--- src/rtl/ccot_pkg.sv ---
package ccot_pkg;

  localparam int COORD_WIDTH    = 16;
  localparam int FRACTION_BITS  = 16;

  localparam int CFG_WIDTH      = 32;
  localparam int CFG_ADDR_WIDTH = 2;
  localparam logic [CFG_ADDR_WIDTH-1:0] REG_TOL   = CFG_ADDR_WIDTH'(0);
  localparam logic [CFG_WIDTH-1:0]      TOL_RESET = 32'd500000000;

  localparam int DIFW = COORD_WIDTH + 1;
  localparam int EW   = COORD_WIDTH + 2;
  localparam int PRW  = 2 * DIFW;
  localparam int DSW  = 2 * DIFW + 2;
  localparam int DMW  = DSW - 1;
  localparam int BW   = 2 * DIFW;
  localparam int EWW  = 2 * EW;
  localparam int M2W  = EWW;
  localparam int PW   = BW + 1 + DIFW;
  localparam int NSW  = PW + 1;
  localparam int NMW  = NSW - 1;
  localparam int QW   = NMW + FRACTION_BITS;
  localparam int TPW  = DMW + CFG_WIDTH;

  localparam int OFF_MAGW = 63;
  localparam logic [OFF_MAGW-1:0] OFFSET_LIMIT = OFF_MAGW'(1) << 62;
  localparam int QXW   = (QW > OFF_MAGW) ? QW + 1 : OFF_MAGW + 1;

  localparam int CENW  = 48;
  localparam int RADW  = 47;
  localparam int OXW   = 64;
  localparam int CSUMW = OXW + 1;
  localparam logic signed [CENW-1:0] CEN_MAX = {1'b0, {(CENW-1){1'b1}}};
  localparam logic signed [CENW-1:0] CEN_MIN = {1'b1, {(CENW-1){1'b0}}};
  localparam logic [RADW-1:0] RAD_MAX = {RADW{1'b1}};
  localparam logic [OFF_MAGW-1:0] RAD_LIMIT = OFF_MAGW'(1) << RADW;

  localparam int SPLIT = 24;
  localparam int HIW   = RADW - SPLIT;
  localparam int SQW   = 2 * RADW;
  localparam int RTW   = RADW + 1;
  localparam int VW    = 2 * RTW;
  localparam int RW    = RTW + 3;

  typedef struct packed {
    logic signed [COORD_WIDTH-1:0] point_a_x;
    logic signed [COORD_WIDTH-1:0] point_a_y;
    logic signed [COORD_WIDTH-1:0] point_b_x;
    logic signed [COORD_WIDTH-1:0] point_b_y;
    logic signed [COORD_WIDTH-1:0] point_c_x;
    logic signed [COORD_WIDTH-1:0] point_c_y;
  } in_item_t;

  typedef struct packed {
    logic signed [CENW-1:0] centre_x;
    logic signed [CENW-1:0] centre_y;
    logic [RADW-1:0]        circle_radius;
    logic                   is_collinear;
  } out_item_t;

  typedef struct packed {
    logic [DMW-1:0] rem;
    logic [QW-1:0]  quo;
    logic [QW-1:0]  num;
    logic [DMW-1:0] den;
  } div_lane_t;

  typedef struct packed {
    logic [RW-1:0]  rem;
    logic [RTW-1:0] root;
    logic [VW-1:0]  val;
  } sqrt_lane_t;

endpackage

--- src/rtl/ccot_div_cell.sv ---
module ccot_div_cell (
  input  logic                  clk,
  input  ccot_pkg::div_lane_t   lane_in,
  output ccot_pkg::div_lane_t   lane_out
);
  import ccot_pkg::*;

  div_lane_t    lane_r;
  div_lane_t    lane_nxt;
  logic [DMW:0] part;
  logic [DMW:0] diff;
  logic         ge;

  always_comb begin
    part         = {lane_in.rem, lane_in.num[QW-1]};
    diff         = part - {1'b0, lane_in.den};
    ge           = part >= {1'b0, lane_in.den};
    lane_nxt.rem = ge ? diff[DMW-1:0] : part[DMW-1:0];
    lane_nxt.quo = {lane_in.quo[QW-2:0], ge};
    lane_nxt.num = {lane_in.num[QW-2:0], 1'b0};
    lane_nxt.den = lane_in.den;
  end

  always_ff @(posedge clk) begin
    lane_r <= lane_nxt;
  end

  assign lane_out = lane_r;

endmodule

--- config.mk ---
export PLATFORM = sky130hd
export DESIGN_NAME = ccot_div_cell
export DESIGN_NICKNAME = d
export VERILOG_FILES = /design/src/rtl/ccot_pkg.sv /design/src/rtl/ccot_div_cell.sv
export SDC_FILE = /design/constraint.sdc
export NUM_CORES = 1
export LEC_CHECK = 0
export BUFFER_PORTS_ARGS = -buffer_cell sky130_fd_sc_hd__buf_2
export CAP_MARGIN = 0
export CORE_AREA = 2 2 161 163
export DETAILED_ROUTE_END_ITERATION = 12
export DIE_AREA = 0 0 163 165
export GPL_TIMING_DRIVEN = 0
export HOLD_SLACK_MARGIN = 0.05
export PLACE_DENSITY = 0.52
export SYNTH_ARGS = -nofsm -noshare
export SYNTH_HDL_FRONTEND = slang
export SYNTH_SLANG_ARGS = --single-unit
--- constraint.sdc ---
create_clock -name clk -period 4.2 [get_ports clk]
set_input_delay 0.42 -clock clk [delete_from_list [all_inputs] [get_ports clk]]
set_output_delay 0.42 -clock clk [all_outputs]
set_load 0.05 [all_outputs]
==> run_results.csv <==
group,metric,value,unit
cells_and_area,largest_reg_flops,205,
power_and_ir_drop,switchingPower,1840,uW
placed_design,portBuffers,410,
yosys,ys_seq_area_share,61.5,%
cells_and_area,final_common_cell,"buf_2",
global_route,grt_usage,19.8,%
clock_network,cts_htree_levels,1,
timing,maxSlewHeadroom,50.9,%
drt,routed_via_density,4.28,
yosys,syn_inst,622,
worst_hold_path,min_to,"lane_out[175]",
floorplan,io_pins,413,
drt,ant_nets,0,
timing,hold_ws,111,ps
timing,tns,0,ps
yosys,async_flop_share,0,%
worst_setup_path,cp_max_fo,10,
timing,min_period,3790,ps
global_route,grt_first_pass_wirelength,40200,um
clock_network,post_cts_buffers,0,
floorplan,rows,58,
placed_design,place.gp.congestion,0.786,
power_and_ir_drop,pwr-share-comb,25.5,%
clock_network,numCtsBuffers,24,
floorplan,start_util,26.7,%
power_and_ir_drop,switching_share,33.1,%
cells_and_area,final_cell_mix,"414 x buf_2, 205 x dfxtp_1, 169 x dlygate4sd3_1",
worst_hold_path,hp-class,"input pin to flip-flop",
worst_setup_path,critPathKind,"input pin to flip-flop",
drt,drc_errors,0,
drt,drtIter0Drc,280,
timing,hold_violations,0,
global_route,globalRouteOverflowTotal,0,
flow_run,cap_violations,0,
worst_setup_path,cp_cell_sequence,"dlygate4sd3_1 -> buf_2 -> inv_1 -> ha_1 -> nor2b_1 -> o31a_1 -> a21oi_2 -> o221ai_2 -> a2111oi_2 -> o21ai_1 -> a211oi_2 -> buf_4 -> mux2_1",
yosys,ys.flop_type,"dfxtp_1",
run_status,status,"finished, final reports clean",
clock_network,clock_sinks,205,
worst_setup_path,path_buf_inv,4,
clock_network,cts-resized-gates,0,
yosys,yosys-top-cells-area,"dfxtp_1 61%, ha_1 6.6%, nand2_1 3.4%, a21oi_1 2.9%, inv_1 2.6%",
clock_network,clk_pin_slew,50,ps
yosys,synth_top_area_share,61.5,%
cells_and_area,drive_gt1_share,37.1,%
drt,routed-via-count,6772,
yosys,synth.cell_area,6670,um2
timing,drv_slew,0,
yosys,yosysWarnings,0,
timing,finalCritPeriodShare,90.3,%
yosys,synth_area_per_cell,10.7,um2
worst_hold_path,holdCritStartpoint,"lane_in[174]",
yosys,ys_ff_latch,205,
worst_setup_path,critPathSlowestCell,"dlygate4sd3_1",
power_and_ir_drop,p_clk_share,36.0,%
worst_setup_path,cp_top_family,"compound AO/OA/AOI/OAI gates",
power_and_ir_drop,seqPwrFrac,38.5,%
clock_network,clockBufferDepth,3,
global_route,grt_antenna_before_repair,5,
cells_and_area,nets,1470,
yosys,synth.distinct_cells,56,
clock_network,holdBufCountCts,169,
clock_network,cts_tree,"built",
global_route,grt_max_degree,14,
floorplan,dieArea,26900,um2
drt,firstDrtPassIters,4,
timing,setup_viol,0,
timing,rsz0062_at_grt,"no",
yosys,yosys.area.top_type,"dfxtp_1",
power_and_ir_drop,ir_worst_vdd,0.000397,V
clock_network,cts-root-buf,"clkbuf_16",
worst_setup_path,crit_path_start_kind,"input pin",
global_route,grt_pass1_vias,6810,
worst_hold_path,whs_path_depth,2,
power_and_ir_drop,power_density,480,nW/um2
worst_setup_path,crit_arrival,4190,ps
cells_and_area,syn_to_final_growth,73.8,%
timing,worst-slew-pin-transition,719,ps
floorplan,die_x,163,um
worst_setup_path,slowest_delay,520,ps
worst_setup_path,cp.required,4600,ps
worst_setup_path,endpoint_kind,"flip-flop",
yosys,syn_nets,865,
floorplan,die_h,165,um
floorplan,core-area,25000,um2
drt,totalWireLength,28400,um
power_and_ir_drop,internal_power,3720,uW
timing,timing.fmax,264,MHz
placed_design,hpwlAfterDp,21100,um
drt,wl_per_cell,18.0,um
power_and_ir_drop,power_leakage,0.00568,uW
yosys,synth_edf_count,0,
final cells by class:
| class | instances | area [um2] |
|---|---|---|
| fill | 2372 | 13400 |
| buffer | 22 | 118 |
| inverter | 47 | 176 |
| timing repair buffer | 579 | 3740 |
| tap | 330 | 413 |
| clock inverter | 9 | 83.8 |
| sequential | 205 | 4100 |
| antenna | 6 | 15.0 |
| clock buffer | 35 | 672 |
| multi-input combinational | 348 | 2280 |
metal layers:
layer | track usage (%) | part of all wire, % | vias up
met5 | 0 | 0 | -
met4 | 9.98 | 5.4 | 0
met3 | 5.50 | 8.4 | 77
met2 | 34.2 | 48 | 290
met1 | 22.5 | 38 | 3072
li1 | - | - | 3333
through the flow:
stage               area (um2)  total power, uW  instances  util (%)  setup WS (ps)
global placement          9140             3460       1362      36.5            355
detailed placement        9140             3460       1362      36.5            378
floorplan                 6670             3080        622         -           1180
finish                   11600             5560       1581      46.3            409
global route             11600             5780       1579      46.3            157
CTS                      11600             5620       1575      46.3            399
kinds of logic (layout without fill, tap and decap cells):
family	after synthesis	after routing	share of synthesized area (%)
xor gates and xnor gates	26	26	3.41
AOI/OAI and AO/OA	149	149	14.1
DFF	205	205	61.5
other	1	7	0.0562
buffers and inverters	69	692	4.41
adders and majority gates	36	36	6.86
muxes	3	3	0.469
and+or+nand+nor	133	133	9.24
worst max-delay path by stage:
| stage | start | end | slack [ps] | cells after the start |
|---|---|---|---|---|
| final | lane_in[2] | lane_out[188] | 410 | 13 |
| after detailed placement | lane_in[102] | lane_out[188] | 380 | 13 |
| after floorplan | lane_in[2] | lane_out[188] | 1180 | 11 |
| after global routing | lane_in[2] | lane_out[198] | 160 | 15 |
| after CTS | lane_in[2] | lane_out[188] | 400 | 13 |
| after global placement | lane_in[2] | lane_out[188] | 360 | 12 |
power by group through the flow:
stage          Combinational (uW)  Sequential, uW  Clock (uW)
2_1_floorplan                 334            2750           0
3_3_place_gp                 1280            2180           0
3_5_place_dp                 1290            2180           0
4_1_cts                      1420            2140        2060
5_1_grt                      1510            2150        2120
6_report                     1420            2140        2010
cells in the mapped netlist, types with 4 or more instances:
cell type,count
o31ai_1,4
o21bai_1,5
inv_1,47
nor4_1,4
a21o_1,13
a211oi_1,4
ha_1,35
nor2_1,21
nor3_1,6
a21oi_1,39
buf_2,4
nor2b_1,8
o21ai_0,21
clkbuf_1,13
a31oi_1,6
nand4_1,6
o21ai_1,26
and3_1,7
xor2_1,9
nand3_1,8
xnor2_1,17
o21a_1,7
nand2_1,61
dfxtp_1,205
Power figures use the tool's default switching activity.
