### config.mk
export PLATFORM = sky130hd
export DESIGN_NAME = ccot_sqrt_cell
export DESIGN_NICKNAME = d
export VERILOG_FILES = /design/src/rtl/ccot_pkg.sv /design/src/rtl/ccot_sqrt_cell.sv
export SDC_FILE = /design/constraint.sdc
export NUM_CORES = 1
export LEC_CHECK = 0
export ABC_AREA = 0
export BUFFER_PORTS_ARGS = -buffer_cell sky130_fd_sc_hd__buf_2
export CORE_AREA = 4 4 149 151
export CTS_CLUSTER_SIZE = 40
export DETAILED_ROUTE_END_ITERATION = 16
export DIE_AREA = 0 0 153 155
export HOLD_SLACK_MARGIN = 0.06
export PLACE_DENSITY = 0.67
export REMOVE_ABC_BUFFERS = 1
export SETUP_SLACK_MARGIN = 0.1
export SLEW_MARGIN = 40
export SYNTH_ARGS = -nofsm -noshare
export SYNTH_HDL_FRONTEND = slang
export SYNTH_SLANG_ARGS = --single-unit
### constraint.sdc
create_clock -name clk -period 3.3 [get_ports clk]
set_input_delay 0.33 -clock clk [delete_from_list [all_inputs] [get_ports clk]]
set_output_delay 0.33 -clock clk [all_outputs]
set_load 0.05 [all_outputs]
### src/rtl/ccot_pkg.sv
package ccot_pkg;

  localparam int COORD_WIDTH    = 16;
  localparam int FRACTION_BITS  = 16;

  localparam int CFG_WIDTH      = 32;
  localparam int CFG_ADDR_WIDTH = 2;
  localparam logic [CFG_ADDR_WIDTH-1:0] REG_TOL   = CFG_ADDR_WIDTH'(0);
  localparam logic [CFG_WIDTH-1:0]      TOL_RESET = 32'd500000000;

  localparam int DIFW = COORD_WIDTH + 1;
  localparam int EW   = COORD_WIDTH + 2;
  localparam int PRW  = 2 * DIFW;
  localparam int DSW  = 2 * DIFW + 2;
  localparam int DMW  = DSW - 1;
  localparam int BW   = 2 * DIFW;
  localparam int EWW  = 2 * EW;
  localparam int M2W  = EWW;
  localparam int PW   = BW + 1 + DIFW;
  localparam int NSW  = PW + 1;
  localparam int NMW  = NSW - 1;
  localparam int QW   = NMW + FRACTION_BITS;
  localparam int TPW  = DMW + CFG_WIDTH;

  localparam int OFF_MAGW = 63;
  localparam logic [OFF_MAGW-1:0] OFFSET_LIMIT = OFF_MAGW'(1) << 62;
  localparam int QXW   = (QW > OFF_MAGW) ? QW + 1 : OFF_MAGW + 1;

  localparam int CENW  = 48;
  localparam int RADW  = 47;
  localparam int OXW   = 64;
  localparam int CSUMW = OXW + 1;
  localparam logic signed [CENW-1:0] CEN_MAX = {1'b0, {(CENW-1){1'b1}}};
  localparam logic signed [CENW-1:0] CEN_MIN = {1'b1, {(CENW-1){1'b0}}};
  localparam logic [RADW-1:0] RAD_MAX = {RADW{1'b1}};
  localparam logic [OFF_MAGW-1:0] RAD_LIMIT = OFF_MAGW'(1) << RADW;

  localparam int SPLIT = 24;
  localparam int HIW   = RADW - SPLIT;
  localparam int SQW   = 2 * RADW;
  localparam int RTW   = RADW + 1;
  localparam int VW    = 2 * RTW;
  localparam int RW    = RTW + 3;

  typedef struct packed {
    logic signed [COORD_WIDTH-1:0] point_a_x;
    logic signed [COORD_WIDTH-1:0] point_a_y;
    logic signed [COORD_WIDTH-1:0] point_b_x;
    logic signed [COORD_WIDTH-1:0] point_b_y;
    logic signed [COORD_WIDTH-1:0] point_c_x;
    logic signed [COORD_WIDTH-1:0] point_c_y;
  } in_item_t;

  typedef struct packed {
    logic signed [CENW-1:0] centre_x;
    logic signed [CENW-1:0] centre_y;
    logic [RADW-1:0]        circle_radius;
    logic                   is_collinear;
  } out_item_t;

  typedef struct packed {
    logic [DMW-1:0] rem;
    logic [QW-1:0]  quo;
    logic [QW-1:0]  num;
    logic [DMW-1:0] den;
  } div_lane_t;

  typedef struct packed {
    logic [RW-1:0]  rem;
    logic [RTW-1:0] root;
    logic [VW-1:0]  val;
  } sqrt_lane_t;

endpackage

### src/rtl/ccot_sqrt_cell.sv
module ccot_sqrt_cell (
  input  logic                  clk,
  input  ccot_pkg::sqrt_lane_t  lane_in,
  output ccot_pkg::sqrt_lane_t  lane_out
);
  import ccot_pkg::*;

  sqrt_lane_t    lane_r;
  sqrt_lane_t    lane_nxt;
  logic [RW-1:0] part;
  logic [RW-1:0] trial;
  logic          ge;

  always_comb begin
    part          = {lane_in.rem[RW-3:0], lane_in.val[VW-1:VW-2]};
    trial         = RW'({lane_in.root, 2'b01});
    ge            = part >= trial;
    lane_nxt.rem  = ge ? part - trial : part;
    lane_nxt.root = {lane_in.root[RTW-2:0], ge};
    lane_nxt.val  = {lane_in.val[VW-3:0], 2'b00};
  end

  always_ff @(posedge clk) begin
    lane_r <= lane_nxt;
  end

  assign lane_out = lane_r;

endmodule
==> qor_table.md, run 1 <==
| Item | Value |
|:---|:---|
| Result of the run | complete, no violations |
| WL/cell | 17.70 µm |
| Gate Count Post-Synth | 821 |
| Leakage Power | 6.097 nW |
| Die boundary height | 155 µm |
| Layout overhead on the synthesized area | 58.89% |
| Core footprint | 20820 µm² |
| Total vias in the final route | 8047 |
| Hold path endpoint | lane_out[185] |
| Maximum number of pins on one net before global-route repair | 27 |
| Clock slew at the register clock pins of the worst setup and hold paths | 0.08 ns |
| GRT Overall Usage | 23.71% |
| Average size of a mapped cell | 9.482 µm² |
| Worst-case clock buffer depth | 2 |
| Number of clock sinks | 193 |
| Hold Path Cell Cnt | 3 |
| Setup TNS | 0 ns |
| Max-slew headroom | 62.70% |
| Data arrival, critical path | 3.40 ns |
| Initial antenna violation count | 3 |
| Final wirelength | 29590 µm |
| Count of routing violations after the opening detailed-route iteration | 340 |
| Fmax | 0.3234 GHz |
| Post-layout worst setup margin | 0.2082 ns |
| Standard-cell rows | 53 |
| Cell area after technology mapping | 7785 µm² |
| Root buf cell | clkbuf_16 |
| Count of final hold-check violations | 0 |
| Data required time at the worst endpoint | 3.60 ns |
| Number of library cell types mapped by synthesis | 69 |
| Final net count | 1628 |
| Maximum fanout encountered on the critical timing path | 5 |
| Kind of cell with the highest combined delay on the critical path | compound AO/OA/AOI/OAI gates |
| DRC violation count after routing | 0 |
| Register bit total from synthesis | 193 |
| Antenna viol nets, final | 0 |
| Final Critical Period | 3.092 ns |
| Number of top-level pins | 391 |
| Setup repair after global routing missed its margin | no |
| Most area-consuming cells after synthesis | dfxtp_1 (50%), ha_1 (8.0%), a21oi_1 (5.9%) |
| Number of global-route vias before repair | 8050 |
| Number of warnings issued by yosys | 0 |
| Dpl hpwl | 22170 µm |
| Max IR drop VDD | 0.3303 mV |
| Number of pins with negative max-slew slack in the final report | 0 |
| Hold Crit Class | input pin to flop |
| Prevailing post-synth register cell | dfxtp_1 |
| Max incr delay on CP | 0.52 ns |
| First-pass GRT wire length | 44680 µm |
| CTS H-tree depth | 4 |
| Most common cell after layout, fill and taps aside | buf_2 |
| Critical hold path startpoint | lane_in[183] |
| Share of post-route cells with drive strength above 1 | 35.41% |
| Total setup violations reported at the end of the flow | 0 |
| Number of flip-flops under the largest register name | 193 |
| Inserted Clock Buffers | 17 |
| Congestion Overflow GR | 0 |
| Fraction of registers with async set or reset after synthesis | 0% |
| Number of flops mapped to enable cells by yosys | 0 |
| Area of the die | 23720 µm² |
| Sort of element at the start of the critical path | input pin |
| Endpoint class of the critical path | flop |
| Share of the synthesized area in the top cell type | 49.63% |
| Effective utilization at floorplan | 37.39% |
| Via count normalized by instance count | 4.813 |
| TritonCTS clock tree | done |
| Die W | 153 µm |
| Leading cell types in the layout, fill and taps excluded | buf_2 (386), dfxtp_1 (193), dlygate4sd3_1 (141) |
| Crit path kind | input pin to flop |
| Number of max-capacitance violations reported | 0 |
| Share of synthesized area occupied by flip-flops and latches | 49.63% |
| Number of detailed-routing iterations run before antenna repair | 5 |
| Post-synth top area cell | dfxtp_1 |
| Layout fillers | 1796 |
| Quantity of I/O buffers inserted on ports | 386 |
| Final weighted congestion of routability-driven global placement | 0.9083 |
| Period utilisation layout | 93.69% |
| Cell Chain, Critical Path | dlygate4sd3_1 -> buf_2 -> inv_1 -> ha_1 -> a21o_1 -> or3_1 -> o21a_1 -> o31ai_1 -> buf_4 -> a21oi_1 -> a31oi_1 -> xor2_1 -> o21ai_0 |
| Buffers plus inverters on the worst setup path | 4 |
| Power Dens Cells | 564.6 nW/µm² |
| Pre-CTS WS | 0.08784 ns |
| Least-Margin Pin Slew | 0.5595 ns |
| Cell at the slowest stage of the critical path | dlygate4sd3_1 |
cell usage after synthesis (all sizes together) (3+ instances only):
master and count:
or3 5, nand4 18, a31o 3, nor2b 4, inv 64, a31oi 10
and4 5, nor2 62, a2111oi 4, nor3 12, nand2 58, and2 9
a21oi 93, dfxtp 193, buf 15, o21bai 10, and3 9, a21o 22
nand3 8, nand2b 5, o21a 8, xnor2 21, o31ai 8, o21ai 45
a211oi 7, xor2 17, clkbuf 17, o211ai 8, ha 50
how the worst max path moves through the flow:
stage	from	endpoint	slack, ns	cells past startpoint
5_1_grt	lane_in[124]	lane_out[191]	0.10	13
3_3_place_gp	lane_in[96]	lane_out[181]	0.10	12
4_1_cts	lane_in[105]	lane_out[168]	0.11	14
2_1_floorplan	lane_in[106]	lane_out[181]	0.22	11
3_5_place_dp	lane_in[98]	lane_out[181]	0.09	12
6_report	lane_in[99]	lane_out[178]	0.21	13
stage by stage:
stage / power, W / std cells / area [µm²] / hold slack (ns) / utilization [%]
3_5_place_dp: 0.004692 / 1489 / 10200 / 0.4336 / 49.01
6_report: 0.006984 / 1672 / 12370 / 0.1131 / 59.40
2_1_floorplan: 0.004069 / 790 / 7606 / 0.3577 / -
4_1_cts: 0.006996 / 1661 / 12230 / 0.07157 / 58.76
5_1_grt: 0.007290 / 1671 / 12370 / 0.1080 / 59.39
3_3_place_gp: 0.004681 / 1489 / 10200 / 0.4318 / 49.01
kinds of logic after synthesis:
| group | after synthesis | synth area share (%) |
|---|---|---|
| AO/OA/AOI/OAI | 233 | 18.93 |
| AND/OR/NAND/NOR | 208 | 13.40 |
| flip-flops | 193 | 49.63 |
| buffers and inverters | 97 | 5.545 |
| adder cells (fa/ha/maj) | 50 | 8.036 |
| XOR/XNOR | 38 | 4.275 |
| other | 1 | 0.04817 |
| multiplexers | 1 | 0.1286 |
report_power, final:
| part | internal (W) | switching (W) | total [W] |
|---|---|---|---|
| Combinational | 0.000715 | 0.00151 | 0.00222 |
| Sequential | 0.00255 | 0.0000515 | 0.00260 |
| Clock | 0.00112 | 0.00104 | 0.00216 |
repair_timing:
action / CTS / global route
gates resized for setup: 0 / 19
setup endpoints to repair: 0 / 40
setup buffers: 0 / 8
hold buffers: 140 / 1
endpoints found under the hold margin: 140 / 1
layer usage:
metal | global-route usage (%) | part of all wire, %
met1 | 28.33 | 41
met2 | 42.17 | 50
met3 | 5.619 | 6.0
met4 | 7.722 | 2.9
met5 | 0 | 0.088
area by class of cell:
type | instances | area, µm² | area share [%]
Tap cell | 275 | 344.1 | 2.782
Clock buffer | 18 | 439.2 | 3.550
Antenna cell | 2 | 5.005 | 0.04046
Timing Repair Buffer | 573 | 3730 | 30.15
Sequential cell | 193 | 3864 | 31.24
Inverter | 65 | 256.5 | 2.074
Multi-Input combinational cell | 532 | 3542 | 28.64
Clock inverter | 14 | 188.9 | 1.527
(Power assumes the default switching activity.)
==> run 2, diff against run 1 <==
- BUFFER_PORTS_ARGS: -buffer_cell sky130_fd_sc_hd__buf_2 -> -buffer_cell sky130_fd_sc_hd__clkbuf_2
==> qor_table.md, run 2 (synthesis gave the netlist of run 1 again) <==
| Item | Value | Delta |
|:---|:---|:---|
| Data arrival, critical path | 3.45 ns | +0.05 ns |
| Antenna viol nets, final | 0 | unchanged |
| Setup repair after global routing missed its margin | yes |  |
| Period utilisation layout | 94.79% | +1.1 points |
| Initial antenna violation count | 2 | -1 |
| Share of post-route cells with drive strength above 1 | 35.59% | +0.17 points |
| Final net count | 1624 | -0.25% |
| Total vias in the final route | 8030 | -0.21% |
| Sort of element at the start of the critical path | input pin |  |
| Cell Chain, Critical Path | dlygate4sd3_1 -> clkbuf_2 -> inv_1 -> ha_1 -> nand2_2 -> or3_4 -> or4_4 -> nor3_4 -> o21ba_4 -> nor2_8 -> buf_4 -> nor4_2 -> nor3_2 |  |
| Count of final hold-check violations | 0 | unchanged |
| Maximum fanout encountered on the critical timing path | 6 | +1 |
| Final Critical Period | 3.128 ns | +0.03630 ns |
| Die boundary height | 155 µm | unchanged |
| Layer carrying the most global-route usage | met2 |  |
| Placed inst area | 10210 µm² | about the same |
| Crit path kind | input pin to flop |  |
| Layout fillers | 1778 | -1.0% |
| Number of top-level pins | 391 | unchanged |
| Layout overhead on the synthesized area | 59.08% |  |
| Inserted Clock Buffers | 17 | unchanged |
| Effective utilization at floorplan | 37.39% | unchanged |
| Area of the die | 23720 µm² | unchanged |
| CTS H-tree depth | 4 | unchanged |
| Total setup violations reported at the end of the flow | 0 | unchanged |
| Number of flip-flops under the largest register name | 193 | unchanged |
| Overall power | 0.006934 W | -0.71% |
| Endpoint class of the critical path | flop |  |
| Result of the run | complete, no violations |  |
| Post-layout worst setup margin | 0.1719 ns | -0.03630 ns |
| First-pass GRT wire length | 45110 µm | +0.96% |
| Final weighted congestion of routability-driven global placement | 0.9145 | +0.68% |
| Max-slew headroom | 65.41% | +2.7 points |
| Data required time at the worst endpoint | 3.62 ns | +0.02 ns |
| Number of global-route vias before repair | 8077 | +0.34% |
| Max incr delay on CP | 0.56 ns | +0.04 ns |
| Leakage Power | 6.157 nW | +0.98% |
| Hold Crit Class | input pin to flop |  |
| Number of clock sinks | 193 | unchanged |
| Maximum number of pins on one net before global-route repair | 27 | unchanged |
| TritonCTS clock tree | done |  |
| Quantity of I/O buffers inserted on ports | 386 | unchanged |
| Pre-CTS WS | 0.06742 ns | -0.02043 ns |
| Number of max-capacitance violations reported | 0 | unchanged |
| Core footprint | 20820 µm² | unchanged |
| Cell at the slowest stage of the critical path | or4_4 |  |
| Via count normalized by instance count | 4.811 | about the same |
| Critical hold path startpoint | lane_in[141] |  |
| Max IR drop VDD | 0.3313 mV | +0.29% |
| Met1 usage in global routing | 28.49% | +0.16 points |
| WL/cell | 18.06 µm | +2.0% |
| Kind of cell with the highest combined delay on the critical path | simple AND/OR/NAND/NOR gates |  |
| Root buf cell | clkbuf_16 |  |
| Congestion Overflow GR | 0 | unchanged |
| Clock slew at the register clock pins of the worst setup and hold paths | 0.08 ns | about the same |
| Buffers plus inverters on the worst setup path | 4 | unchanged |
| Met2 track utilization from global routing | 41.60% | -0.57 points |
| Most common cell after layout, fill and taps aside | clkbuf_2 |  |
| Die W | 153 µm | unchanged |
| Fmax | 0.3197 GHz | -1.2% |
| Least-Margin Pin Slew | 0.5134 ns | -0.04619 ns |
| Final cell area excluding filler cells | 12380 µm² | +0.12% |
| Worst-case clock buffer depth | 2 | unchanged |
| Count of routing violations after the opening detailed-route iteration | 397 | +17% |
| Power Dens Cells | 559.9 nW/µm² | -0.83% |
| Dpl hpwl | 22400 µm | +1.0% |
| Leading cell types in the layout, fill and taps excluded | clkbuf_2 (386), dfxtp_1 (193), dlygate4sd3_1 (140) |  |
| Final wirelength | 30140 µm | +1.9% |
| Hold path endpoint | lane_out[142] |  |
| Min Hold Slack | 0.08208 ns | -0.03100 ns |
| Standard-cell rows | 53 | unchanged |
| DRC violation count after routing | 0 | unchanged |
| GRT met3 Usage | 6.120% | +0.50 points |
| Number of pins with negative max-slew slack in the final report | 0 | unchanged |
| Setup TNS | 0 ns | unchanged |
| Hold Path Cell Cnt | 1 | -2 |
| GRT Overall Usage | 24.11% | +0.40 points |
| Number of detailed-routing iterations run before antenna repair | 5 | unchanged |
[run 2: cell types whose count changed in the layout (fill, tap and decap cells not counted), sizes merged, moves of 2 or more]
cell,change
buf,-391
clkbuf,+387
clkinv,-2
inv,+3
[run 2: cell type report]
type | instances | area (µm²) | area share, %
clock inverter | 14 | 163.9 | 1.323
timing repair buffer | 568 | 3706 | 29.93
clock buffer | 18 | 429.2 | 3.465
multi-input combinational | 532 | 3605 | 29.11
inverter | 65 | 256.5 | 2.071
timing repair inverter | 1 | 8.758 | 0.07072
antenna | 3 | 7.507 | 0.06062
sequential | 193 | 3864 | 31.20
tap | 275 | 344.1 | 2.778
[run 2: repair_timing]
action / CTS / global route
endpoints found under the setup margin: 0 / 44
hold buffers: 140 / 0
endpoints found under the hold margin: 140 / 0
setup buffers: 0 / 1
resized for setup: 0 / 29
[run 2: layer usage]
| layer | vias up | share of wire (%) |
|---|---|---|
| li1 | 3980 | - |
| met1 | 3670 | 41 |
| met2 | 318 | 49 |
| met3 | 62 | 6.2 |
| met4 | 0 | 4.0 |
| met5 | - | 0 |
[run 2: worst max path at each step]
stage	start	endpoint	slack [ns]	depth (start not counted)
after floorplan	lane_in[106]	lane_out[181]	0.22	11
after global placement	lane_in[96]	lane_out[181]	0.11	12
after detailed placement	lane_in[106]	lane_out[168]	0.07	13
after CTS	lane_in[117]	lane_out[194]	0.12	14
after global routing	lane_in[128]	lane_out[168]	0.03	13
final	lane_in[124]	lane_out[168]	0.17	13
[run 2: stage by stage]
stage / utilization, % / cells
finish: 59.48 / 1669
global route: 59.46 / 1668
global placement: 49.02 / 1491
CTS: 58.60 / 1663
floorplan: - / 790
detailed placement: 49.02 / 1491
[run 2: where the power goes]
group	total, W	switching, W	internal, W
Clock	0.00208	0.00106	0.00103
Combinational	0.00223	0.00153	0.000709
Sequential	0.00261	0.0000632	0.00255
Total	0.00693	0.00265	0.00429
==> run 3, diff against run 2 <==
- CORE_AREA: 4 4 149 151 -> 3 3 151 153
- DIE_AREA: 0 0 153 155 -> 0 0 154 156
- PLACE_DENSITY: 0.67 -> 0.65
==> qor_table.md, run 3 (synthesis gave the netlist of run 1 again) <==
| Item | Value | Delta |
|:---|:---|:---|
| Effective utilization at floorplan | 35.89% | -1.5 points |
| Standard-cell rows | 54 | +1.9% |
| Max-slew headroom | 55.90% | -9.5 points |
| DRC violation count after routing | 0 | unchanged |
| Share of post-route cells with drive strength above 1 | 34.73% | -0.86 points |
| Result of the run | complete, no violations |  |
| Inserted Clock Buffers | 17 | unchanged |
| Leakage Power | 6.128 nW | -0.46% |
| First-pass GRT wire length | 45390 µm | +0.63% |
| Max incr delay on CP | 0.60 ns | +0.04 ns |
| Area of the die | 24020 µm² | +1.3% |
| Power Dens Cells | 563.5 nW/µm² | +0.64% |
| Number of flip-flops under the largest register name | 193 | unchanged |
| Dpl hpwl | 22390 µm | about the same |
| Sort of element at the start of the critical path | input pin |  |
| Max IR drop VDD | 0.2807 mV | -15% |
| Number of detailed-routing iterations run before antenna repair | 5 | unchanged |
| Total setup violations reported at the end of the flow | 0 | unchanged |
| Congestion Overflow GR | 0 | unchanged |
| Most common cell after layout, fill and taps aside | clkbuf_2 |  |
| Die boundary height | 156 µm | +0.65% |
| Data arrival, critical path | 3.41 ns | -0.04 ns |
| Fmax | 0.3228 GHz | +0.99% |
| CTS H-tree depth | 4 | unchanged |
| Maximum number of pins on one net before global-route repair | 29 | +7.4% |
| GRT Overall Usage | 24.01% | -0.095 points |
| Clock slew at the register clock pins of the worst setup and hold paths | 0.08 ns | about the same |
| Count of final hold-check violations | 0 | unchanged |
| Final net count | 1621 | -0.18% |
| Number of top-level pins | 391 | unchanged |
| Hold Crit Class | input pin to flop |  |
| Antenna viol nets, final | 0 | unchanged |
| Leading cell types in the layout, fill and taps excluded | clkbuf_2 (386), dfxtp_1 (193), dlygate4sd3_1 (141) |  |
| Number of max-capacitance violations reported | 0 | unchanged |
| WL/cell | 17.85 µm | -1.2% |
| Count of routing violations after the opening detailed-route iteration | 344 | -13% |
| Setup TNS | 0 ns | unchanged |
| Period utilisation layout | 93.86% | -0.93 points |
| Final wirelength | 29790 µm | -1.2% |
| Endpoint class of the critical path | flop |  |
| TritonCTS clock tree | done |  |
| Crit path kind | input pin to flop |  |
| Cell Chain, Critical Path | dlygate4sd3_1 -> clkbuf_2 -> inv_1 -> ha_2 -> nand4_1 -> o211ai_1 -> a21o_1 -> or4b_2 -> o21ba_4 -> nor2_8 -> buf_4 -> a2111oi_1 -> a211oi_1 |  |
| Least-Margin Pin Slew | 0.6546 ns | +0.1412 ns |
| Quantity of I/O buffers inserted on ports | 386 | unchanged |
| Total vias in the final route | 8020 | -0.12% |
| Final Core Density | 56.61% | -2.9 points |
| Worst-case clock buffer depth | 2 | unchanged |
| Via count normalized by instance count | 4.805 | -0.12% |
| Final weighted congestion of routability-driven global placement | 0.8841 | -3.3% |
| Data required time at the worst endpoint | 3.62 ns | about the same |
| Kind of cell with the highest combined delay on the critical path | compound AO/OA/AOI/OAI gates |  |
| Maximum fanout encountered on the critical timing path | 10 | +4 |
| Number of pins with negative max-slew slack in the final report | 0 | unchanged |
| Die W | 154 µm | +0.65% |
| Layout overhead on the synthesized area | 57.71% |  |
| Setup repair after global routing missed its margin | yes |  |
| Number of clock sinks | 193 | unchanged |
| Core footprint | 21690 µm² | +4.2% |
| Buffers plus inverters on the worst setup path | 4 | unchanged |
| Number of global-route vias before repair | 8258 | +2.2% |
| Initial antenna violation count | 1 | -1 |
| Final Critical Period | 3.097 ns | -0.03071 ns |
| Root buf cell | clkbuf_16 |  |
| Cell at the slowest stage of the critical path | or4b_2 |  |
run 3: repair_timing:
action,in CTS,in global routing
buffers inserted,0,1
setup endpoints to repair,0,40
gates resized for setup,0,17
endpoints found under the hold margin,141,0
hold buffers,141,0
run 3: worst min-delay path, delay by kind of cell:
kind          cells  cell delay [ns]
simple gates      2             0.08
buf+inv           1             0.09
run 3: stage by stage:
step	hold slack (ns)	worst slack (ns)	cell area, µm²	instances	total power (W)
after global placement	0.4321	0.07191	10190	1494	0.004682
after detailed placement	0.4339	0.02356	10190	1494	0.004692
after global routing	0.09445	0.07816	12280	1669	0.007221
final	0.09332	0.2026	12280	1669	0.006918
after floorplan	0.3577	0.2172	7606	790	0.004069
after CTS	0.07482	0.1120	12210	1667	0.006964
run 3: final cells by class:
| cell class | count | area (µm²) |
|---|---|---|
| diodes | 1 | 2.502 |
| multi-input cells | 532 | 3537 |
| inverters | 65 | 249.0 |
| fillers | 1930 | 9410 |
| flip-flops and latches | 193 | 3864 |
| repair buffers | 566 | 3661 |
| well taps | 280 | 350.3 |
| clock buffers | 18 | 429.2 |
| clock inverters | 14 | 185.2 |
run 3: routing by layer:
| metal | up-vias | share of wire, % | routed length, µm | GRT usage, % |
|---|---|---|---|---|
| met5 | - | 0 | 0 | 0 |
| met4 | 0 | 3.5 | 1056 | 9.714 |
| met3 | 48 | 6.6 | 1959 | 6.103 |
| met2 | 297 | 49 | 14610 | 41.83 |
| met1 | 3701 | 41 | 12170 | 28.33 |
| li1 | 3974 | - | - | - |
run 3: where the power goes:
part	leakage (nW)	switching (W)	total, W	internal [W]
sequential	1.63	0.0000630	0.00261	0.00255
clock	0.296	0.00108	0.00211	0.00104
combinational	4.20	0.00150	0.00219	0.000691
run 3: worst paths after layout:
path	slack, ns	from	depth (start not counted)	to
max	0.20	lane_in[125]	13	lane_out[181]
min	0.09	lane_in[180]	3	lane_out[182]
